===== src/rtl/core/skin_mask_ycbcr_box_blur_assert.svh =====
// ---------------------------------------------------------------------------
// skin mask assertion macros
// concurrent checks clocked on clk, held off while arst_n is low
// ---------------------------------------------------------------------------
`ifndef SKIN_MASK_YCBCR_BOX_BLUR_ASSERT_SVH
`define SKIN_MASK_YCBCR_BOX_BLUR_ASSERT_SVH
`ifndef SYNTHESIS
// property that holds at every edge out of reset
`define SMBB_ASSERT(lbl, prop, msg) \
	lbl: assert property (@(posedge clk) disable iff (!arst_n) (prop)) else $error(msg);
// property that must hold in the cycle after a trigger
`define SMBB_ASSERT_NEXT(lbl, trig, prop, msg) \
	lbl: assert property (@(posedge clk) disable iff (!arst_n) (trig) |=> (prop)) else $error(msg);
`else
`define SMBB_ASSERT(lbl, prop, msg)
`define SMBB_ASSERT_NEXT(lbl, trig, prop, msg)
`endif
`endif


===== src/rtl/core/smbb_pkg.sv =====
// ---------------------------------------------------------------------------
// smbb_pkg
// shared widths, coefficients and types of the skin mask block
// ---------------------------------------------------------------------------
`default_nettype none

package smbb_pkg;

	// image geometry
	localparam int MAX_W      = 1024;
	localparam int COL_W      = $clog2(MAX_W);
	localparam int AW_W       = 11;
	localparam int ROW_W      = 12;
	localparam int AH_W       = 13;
	localparam int HEIGHT_MAX = 4096;
	localparam int SLOT_W     = 2;
	localparam int CH_W       = 8;
	localparam int PIX_W      = 3 * CH_W;
	localparam int SUM_W      = 12;

	// configuration port
	localparam int CFG_IDX_W  = 3;
	localparam int CFG_DATA_W = 13;
	localparam logic [CFG_IDX_W-1:0] REG_FRAME_WIDTH  = 3'd0;
	localparam logic [CFG_IDX_W-1:0] REG_FRAME_HEIGHT = 3'd1;
	localparam logic [CFG_IDX_W-1:0] REG_CB_MIN       = 3'd2;
	localparam logic [CFG_IDX_W-1:0] REG_CB_MAX       = 3'd3;
	localparam logic [CFG_IDX_W-1:0] REG_CR_MIN       = 3'd4;
	localparam logic [CFG_IDX_W-1:0] REG_CR_MAX       = 3'd5;

	// input word commands
	localparam logic CMD_PIXEL = 1'b0;
	localparam logic CMD_FLUSH = 1'b1;

	// fixed-point color conversion
	localparam int COEF_F = 14;
	localparam int K_R    = ((299 << COEF_F) + 500) / 1000;
	localparam int K_G    = ((587 << COEF_F) + 500) / 1000;
	localparam int K_B    = ((114 << COEF_F) + 500) / 1000;
	localparam int K_CR   = ((713 << COEF_F) + 500) / 1000;
	localparam int K_CB   = ((564 << COEF_F) + 500) / 1000;
	localparam int HALF   = 1 << (COEF_F - 1);
	localparam int C_OFFS = (128 << COEF_F) + HALF;

	// rounded divide by nine through a reciprocal
	localparam int DIV9_SHIFT = 16;
	localparam int DIV9_MUL   = ((1 << DIV9_SHIFT) + 8) / 9;

	// chroma acceptance window
	typedef struct packed {
		logic [CH_W-1:0] cb_min;
		logic [CH_W-1:0] cb_max;
		logic [CH_W-1:0] cr_min;
		logic [CH_W-1:0] cr_max;
	} chroma_bounds_t;

endpackage

`default_nettype wire


===== src/rtl/core/smbb_chroma.sv =====
// ---------------------------------------------------------------------------
// smbb_chroma
// five stage pipe: box average, luma, chroma, saturation and window test
// ---------------------------------------------------------------------------
`default_nettype none
`include "skin_mask_ycbcr_box_blur_assert.svh"

module smbb_chroma
	import smbb_pkg::*;
(
	input  wire                 clk,
	input  wire                 arst_n,
	input  wire                 in_valid,
	input  wire     [SUM_W-1:0] sum_b,
	input  wire     [SUM_W-1:0] sum_g,
	input  wire     [SUM_W-1:0] sum_r,
	input  chroma_bounds_t      bounds,
	output logic                out_valid,
	output logic                skin
);

	localparam int DIV_W  = SUM_W + DIV9_SHIFT - 2;
	localparam int LUMA_W = CH_W + COEF_F;
	localparam int CHR_W  = CH_W + COEF_F + 3;
	localparam logic signed [CHR_W-1:0] KS_CR  = CHR_W'(K_CR);
	localparam logic signed [CHR_W-1:0] KS_CB  = CHR_W'(K_CB);
	localparam logic signed [CHR_W-1:0] OFFS_S = CHR_W'(C_OFFS);

	logic v_s1, v_s2, v_s3, v_s4, v_s5;
	logic [CH_W-1:0] b_s1, g_s1, r_s1;
	logic [LUMA_W-1:0] pr_s2, pg_s2, pb_s2;
	logic [CH_W-1:0] r_s2, b_s2;
	logic [CH_W-1:0] y_s3, r_s3, b_s3;
	logic signed [CHR_W-1:0] pcr_s4, pcb_s4;
	logic skin_s5;

	logic [DIV_W-1:0] qb, qg, qr;
	logic [LUMA_W-1:0] ysum;
	logic signed [CH_W:0] dr, db;
	logic signed [CHR_W-1:0] tcr, tcb;
	logic [CH_W-1:0] cr_sat, cb_sat;

	// average of nine, rounded: (s + 4) * ceil(2^16 / 9) >> 16
	assign qb = (DIV_W'(sum_b) + DIV_W'(4)) * DIV_W'(DIV9_MUL);
	assign qg = (DIV_W'(sum_g) + DIV_W'(4)) * DIV_W'(DIV9_MUL);
	assign qr = (DIV_W'(sum_r) + DIV_W'(4)) * DIV_W'(DIV9_MUL);

	// luma sum with rounding
	assign ysum = pr_s2 + pg_s2 + pb_s2 + LUMA_W'(HALF);

	// color differences against luma
	assign dr = $signed({1'b0, r_s3}) - $signed({1'b0, y_s3});
	assign db = $signed({1'b0, b_s3}) - $signed({1'b0, y_s3});

	// offset and floor shift, then clamp to a byte
	assign tcr = pcr_s4 + OFFS_S;
	assign tcb = pcb_s4 + OFFS_S;

	always_comb begin
		if (tcr[CHR_W-1])
			cr_sat = '0;
		else if (|tcr[CHR_W-2:COEF_F+CH_W])
			cr_sat = '1;
		else
			cr_sat = tcr[COEF_F +: CH_W];
		if (tcb[CHR_W-1])
			cb_sat = '0;
		else if (|tcb[CHR_W-2:COEF_F+CH_W])
			cb_sat = '1;
		else
			cb_sat = tcb[COEF_F +: CH_W];
	end

	// stage valids
	always_ff @(posedge clk or negedge arst_n) begin
		if (!arst_n) begin
			v_s1 <= 1'b0;
			v_s2 <= 1'b0;
			v_s3 <= 1'b0;
			v_s4 <= 1'b0;
			v_s5 <= 1'b0;
		end else begin
			v_s1 <= in_valid;
			v_s2 <= v_s1;
			v_s3 <= v_s2;
			v_s4 <= v_s3;
			v_s5 <= v_s4;
		end
	end

	// stage data
	always_ff @(posedge clk) begin
		b_s1   <= qb[DIV9_SHIFT +: CH_W];
		g_s1   <= qg[DIV9_SHIFT +: CH_W];
		r_s1   <= qr[DIV9_SHIFT +: CH_W];
		pr_s2  <= LUMA_W'(r_s1) * LUMA_W'(K_R);
		pg_s2  <= LUMA_W'(g_s1) * LUMA_W'(K_G);
		pb_s2  <= LUMA_W'(b_s1) * LUMA_W'(K_B);
		r_s2   <= r_s1;
		b_s2   <= b_s1;
		y_s3   <= ysum[COEF_F +: CH_W];
		r_s3   <= r_s2;
		b_s3   <= b_s2;
		pcr_s4 <= CHR_W'(dr) * KS_CR;
		pcb_s4 <= CHR_W'(db) * KS_CB;
		skin_s5 <= (cb_sat >= bounds.cb_min) && (cb_sat <= bounds.cb_max)
			&& (cr_sat >= bounds.cr_min) && (cr_sat <= bounds.cr_max);
	end

	assign out_valid = v_s5;
	assign skin      = skin_s5;

	// one word in flight at a time
	`SMBB_ASSERT(a_single_word, $countones({v_s1, v_s2, v_s3, v_s4, v_s5}) <= 1, "chroma pipe overlap")
	`SMBB_ASSERT_NEXT(a_pipe_moves, in_valid, v_s1, "chroma pipe lost a word")
	`SMBB_ASSERT_NEXT(a_pipe_out, v_s4, out_valid, "chroma pipe result missing")

endmodule

`default_nettype wire


===== config.mk =====
export PLATFORM = sky130hd
export DESIGN_NAME = smbb_chroma
export DESIGN_NICKNAME = d
export VERILOG_FILES = /design/src/rtl/core/smbb_pkg.sv /design/src/rtl/core/smbb_chroma.sv
export VERILOG_INCLUDE_DIRS = /design/src /design/src/rtl/core
export SDC_FILE = /design/constraint.sdc
export NUM_CORES = 1
export LEC_CHECK = 0
export BUFFER_PORTS_ARGS = -buffer_cell sky130_fd_sc_hd__buf_2
export CAP_MARGIN = 5
export CORE_ASPECT_RATIO = 1.25
export CORE_MARGIN = 2
export CORE_UTILIZATION = 55
export DETAILED_ROUTE_END_ITERATION = 10
export HOLD_SLACK_MARGIN = 0.05
export PLACE_DENSITY = 0.72
export SETUP_SLACK_MARGIN = 0.05
export SLEW_MARGIN = 20
export SYNTH_ARGS = -nofsm -noshare
export SYNTH_HDL_FRONTEND = slang
export SYNTH_SLANG_ARGS = --single-unit

===== constraint.sdc =====
create_clock -name clk -period 6.51 [get_ports clk]
set_input_delay 0.3255 -clock clk [delete_from_list [all_inputs] [get_ports clk]]
set_output_delay 0.3255 -clock clk [all_outputs]
set_load 0.05 [all_outputs]

# [After elaboration in Yosys (flattened, before gate mapping)]
# Cells that the tools add are included.
[word_totals] ff_bits=178 elab_cells=50 latchBits=0 mem_bits_rw=0 mem_bits_ro=0 in_bits=71 n_memories=0 output_inout_bits=2
[op_classes] bitwise=0 n_mux=4 multipliers=8 eq_ne=0 n_reduce_logical=5 addsub=10 shifts=0 n_div=0 order_cmp=4
[op_table] cell="13-bit by 12-bit multiplier with 23-bit output, second input constant" n=3
[op_table] cell="12-bit by 3-bit adder with 13-bit output, second input constant" n=3
[op_table] cell="8-bit 2-to-1 mux" n=4
[op_table] cell="24-bit by 23-bit adder with 25-bit output, second input constant" n=1
[op_table] cell="25-bit by 23-bit adder with 25-bit output, second input constant" n=1
[op_table] cell="9-bit by 15-bit multiplier with 24-bit output, second input constant" n=1
[op_table] cell="9-bit by 14-bit multiplier with 23-bit output, second input constant" n=1
[op_table] cell="21-bit by 22-bit adder with 22-bit output" n=1
[op_table] cell="22-bit by 14-bit adder with 22-bit output, second input constant" n=1
[op_table] cell="22-bit by 19-bit adder with 22-bit output" n=1
[op_table] cell="8-bit by 14-bit multiplier with 22-bit output, second input constant" n=1
[op_table] cell="8-bit by 13-bit multiplier with 21-bit output, second input constant" n=1
[op_table] cell="8-bit by 8-bit subtractor with 9-bit output" n=2
[op_table] cell="8-bit by 9-bit multiplier with 17-bit output, second input constant" n=1
[op_table] cell="8-bit >= comparator" n=2
[op_table] cell="8-bit less-or-equal comparator" n=2
[op_table] cell="2-bit OR reduction" n=2
[op_table] cell="1-bit logical AND" n=3

# [Logic depth before layout (Yosys ltp)]
[logic_depth] word_depth=8 mapped_depth=27 ltp_nobuf=27

# [Worst setup path after synthesis]
# No wires, ideal clock.
[synth_timing] kind="reg2reg" startpoint="reg y_s3[0]" endpoint="reg pcr_s4[22]" setup_ps=146 required_time_ps=6364 stages_incl_launch_ff=25 path_slack_ps=561 synth_period_minus_slack_ps=5949 n_path_buf=0 t_arrival_ps=5803 cell_sequence="dfxtp_1 > ha_1 > inv_1 > fa_1 > a21o_1 > a21oi_2 > o21bai_1 > a21oi_1 > o21ai_0 > inv_1 > fa_1 > fa_1 > inv_1 > fa_1 > inv_1 > fa_1 > ha_1 > ha_1 > a21o_1 > a21o_1 > a21oi_1 > o21ai_0 > a211o_1 > a21o_1 > xnor2_1"
[synth_between] elab_chain_len=2
[synth_rtl] element="start, declared" line="smbb_chroma.sv:33" source="logic [CH_W-1:0] y_s3, r_s3, b_s3;"
[synth_rtl] element="start signal, assigned" line="smbb_chroma.sv:101" source="y_s3 <= ysum[COEF_F +: CH_W];"
[synth_rtl] element="8-bit by 8-bit subtractor with 9-bit output" line="smbb_chroma.sv:52" source="assign dr = $signed({1'b0, r_s3}) - $signed({1'b0, y_s3});"
[synth_rtl] element="9-bit by 14-bit multiplier with 23-bit output" line="smbb_chroma.sv:104" source="pcr_s4 <= CHR_W'(dr) * KS_CR;"
[synth_rtl] element="end signal, assigned" line="smbb_chroma.sv:104"
[synth_rtl] element="end, declared" line="smbb_chroma.sv:34" source="logic signed [CHR_W-1:0] pcr_s4, pcb_s4;"
# Every way passes these cells.

# [Worst setup path after layout]
[layout_timing] startpoint="reg y_s3[1]" endpoint="reg pcr_s4[22]"
# The elaborated chain is that of the path after synthesis.

==> summary.txt <==
CP Max Fanout -> 5
Worst Path Arrival -> 6390 ps
slowest stage cell, crit path -> fa_1
fraction of layout cells with a size suffix above 1 -> 0.0594
Vias -> 13,900
r2r worst-path depth -> 25
Worst Path Buf+Inv -> 3
max_cap viols -> 0
die height -> 219 um
post-route antenna net violation count -> 0
DRT iter0 DRCs -> 442
syn_nets -> 2,940
Peak Freq -> 165 MHz
initial antenna violation count -> 0
I/O Pins -> 73
CP Launch Type -> register
Core Footprint -> 36,400 um2
vias in the first global route -> 15,200
Sum Neg Setup Slack -> 0 ps
Netlist cell types -> 62
status -> finished clean
final hold violation count -> 0
CTS Sinks -> 150
via/cell ratio -> 5.16
HP Class -> input port to async pin
CTS tree -> built
sequential area share after synthesis -> 0.149
Mapped Area -> 20,400 um2
Reg2Reg Setup Slack -> 450 ps
final wirelength -> 38,100 um
r2r startpoint -> y_s3[1]
clk buf depth -> 2
Final HPWL DP -> 34,100 um
number of synthesized flops with an enable pin -> 0
dpl cells -> 2,668
DRT Pass-1 Iters -> 6
largest net degree at the start of global routing -> 19
slowest stage delay, CP -> 540 ps
CTS H-tree lvls -> 4
Worst-path clk slew -> 70 ps
Crit Path Class -> register to register
area delta synth->final -> 8.14%
max-slew violations -> 0
FFs w/ async S/R, synth -> 0.0333
Die ar. -> 38,600 um2
predominant post-synthesis flop cell -> dfxtp_1
grt ovf -> 0
Starting Density -> 0.560
antenna cells -> 0
Final GP Congestion -> 0.886
fin nets -> 3,037
Slew Limit Headroom -> 0.557
Port-buffer cells -> 72
Avg Inst Size Synth -> 9.65 um2
#FFs+latches synth -> 150
most frequent CP cell -> a21o_1
final setup fails -> 0
Syn Inst Count -> 2,112
unrepaired setup endpoints after global routing -> no
Die X -> 176 um
Inserted Clock Buffers -> 17
Finished Layout Cells -> 2,702
FF-to-FF End -> pcr_s4[22]
Clock Skew -> 14.3 ps
minimum clock period after layout -> 6060 ps
# rows -> 78
overall global routing resource usage -> 0.211
DRC -> 0
clk_lat worst skew -> 440 ps
global-route wire length before repair -> 66,600 um
Worst EP required -> 6840 ps
Avg WL per Cell -> 14.1 um
Tcrit/Tclk final -> 0.931
Worst setup EP type -> register
CP delay by family, top -> adder cells
Root Driver -> clkbuf_16
Ys Warns -> 0
Slew @ Worst Pin -> 660 ps
cells in the final DEF (no fill, tap or decap), types with 49 or more instances in the layout:
cell	count
ha_1	562
nor2_1	78
xor2_1	50
nand2_1	49
inv_1	512
xnor2_1	104
fa_1	194
a21oi_1	81
buf_2	72
dfxtp_1	145
nand3_1	49
routing by layer:
layer	routed length (um)	GRT usage	vias to the layer above
met5	0	0	-
met4	1330	0.0777	0
met3	698	0.0187	72
met2	21500	0.436	173
met1	14600	0.216	6611
li1	-	-	7081
state kept, by name, indices dropped and copies added, names as in the netlist:
name,cells
pcb_s4,11
r_s1,8
b_s2,8
v_s3,1
b_s3,8
pb_s2,16
pr_s2,20
b_s1,8
v_s1,1
v_s2,1
g_s1,8
r_s2,8
v_s4,1
skin,1
y_s3,8
pg_s2,22
r_s3,8
out_valid,1
pcr_s4,11
how the worst max path moves through the flow:
stage          slack (ps)    endpoint  startpoint  cells past startpoint
4_1_cts               310  pcr_s4[22]     y_s3[1]                     25
2_1_floorplan         560  pcr_s4[22]     y_s3[0]                     24
3_3_place_gp          460  pcr_s4[22]     y_s3[1]                     25
3_5_place_dp          320  pcr_s4[22]     y_s3[1]                     25
5_1_grt                90  pcr_s4[22]     y_s3[1]                     25
6_report              450  pcr_s4[22]     y_s3[1]                     25
per-stage QoR:
step	hold WS, ps	area (um2)	worst slack, ps	utilization
after global placement	139	21400	460	0.587
final	246	22000	452	0.605
after CTS	231	22000	307	0.605
after detailed placement	146	21400	324	0.587
after global routing	274	22000	89.7	0.605
after floorplan	29.9	20400	561	-
synthesized netlist by cell type (3+ instances only):
cell / n / area, um2
o31ai_1: 4 / 30.0
nand3b_1: 3 / 22.5
o21bai_1: 13 / 97.6
nor3_1: 19 / 95.1
o211a_1: 4 / 40.0
o21a_1: 17 / 128
a21o_1: 35 / 263
nand2_1: 49 / 184
o211ai_1: 5 / 37.5
dfxtp_1: 145 / 2900
xor2_1: 51 / 447
a211o_1: 7 / 61.3
a31oi_1: 5 / 31.3
nand4_1: 6 / 37.5
a21oi_1: 81 / 405
nor2_1: 78 / 293
fa_1: 195 / 3900
and2_1: 6 / 37.5
nor4_1: 4 / 25.0
o41ai_2: 4 / 65.1
inv_1: 513 / 1930
and4_1: 3 / 26.3
nand2b_1: 14 / 87.6
a211oi_1: 7 / 52.6
a21boi_0: 4 / 30.0
mux2i_1: 3 / 30.0
ha_1: 562 / 7030
o21ai_0: 43 / 215
nand3_1: 49 / 245
dfrtp_1: 5 / 125
xnor2_1: 104 / 911
or3_1: 9 / 56.3
nor2b_1: 14 / 87.6
and3_1: 17 / 106
logic make-up after synthesis:
family / share of synthesized area
simple gates: 0.0663
compound gates: 0.0851
flops: 0.149
xor+xnor: 0.0666
mux: 0.00203
buf+inv: 0.0948
fa+ha+maj: 0.537
timing repair:
item                                    4_1_cts  5_1_grt
buffers inserted                              0        0
hold buffers                                  2        0
resized for setup                             0        3
hold endpoints to repair                      6        0
endpoints found under the setup margin        0        2
final cells by class:
| cell class | instances | area, um2 |
|---|---|---|
| multi-input cells | 1447 | 15400 |
| fillers | 3073 | 14400 |
| flip-flops and latches | 150 | 3030 |
| inverters | 513 | 1930 |
| well taps | 480 | 601 |
| clock buffers | 17 | 425 |
| repair buffers | 80 | 425 |
| clock inverters | 15 | 205 |
worst reg2reg max path, delay by kind of cell, from the launching register on:
kind	cells	cell delay (ps)
AOI/OAI and AO/OA	11	2020
and+or+nand+nor	2	230
DFF	1	330
adders and majority gates	7	2850
xor gates and xnor gates	2	330
buffers and inverters	3	190
Power is left out: the tool's default activity adds up to more than one toggle a clock period on the data nets, which glitch-free logic cannot reach.
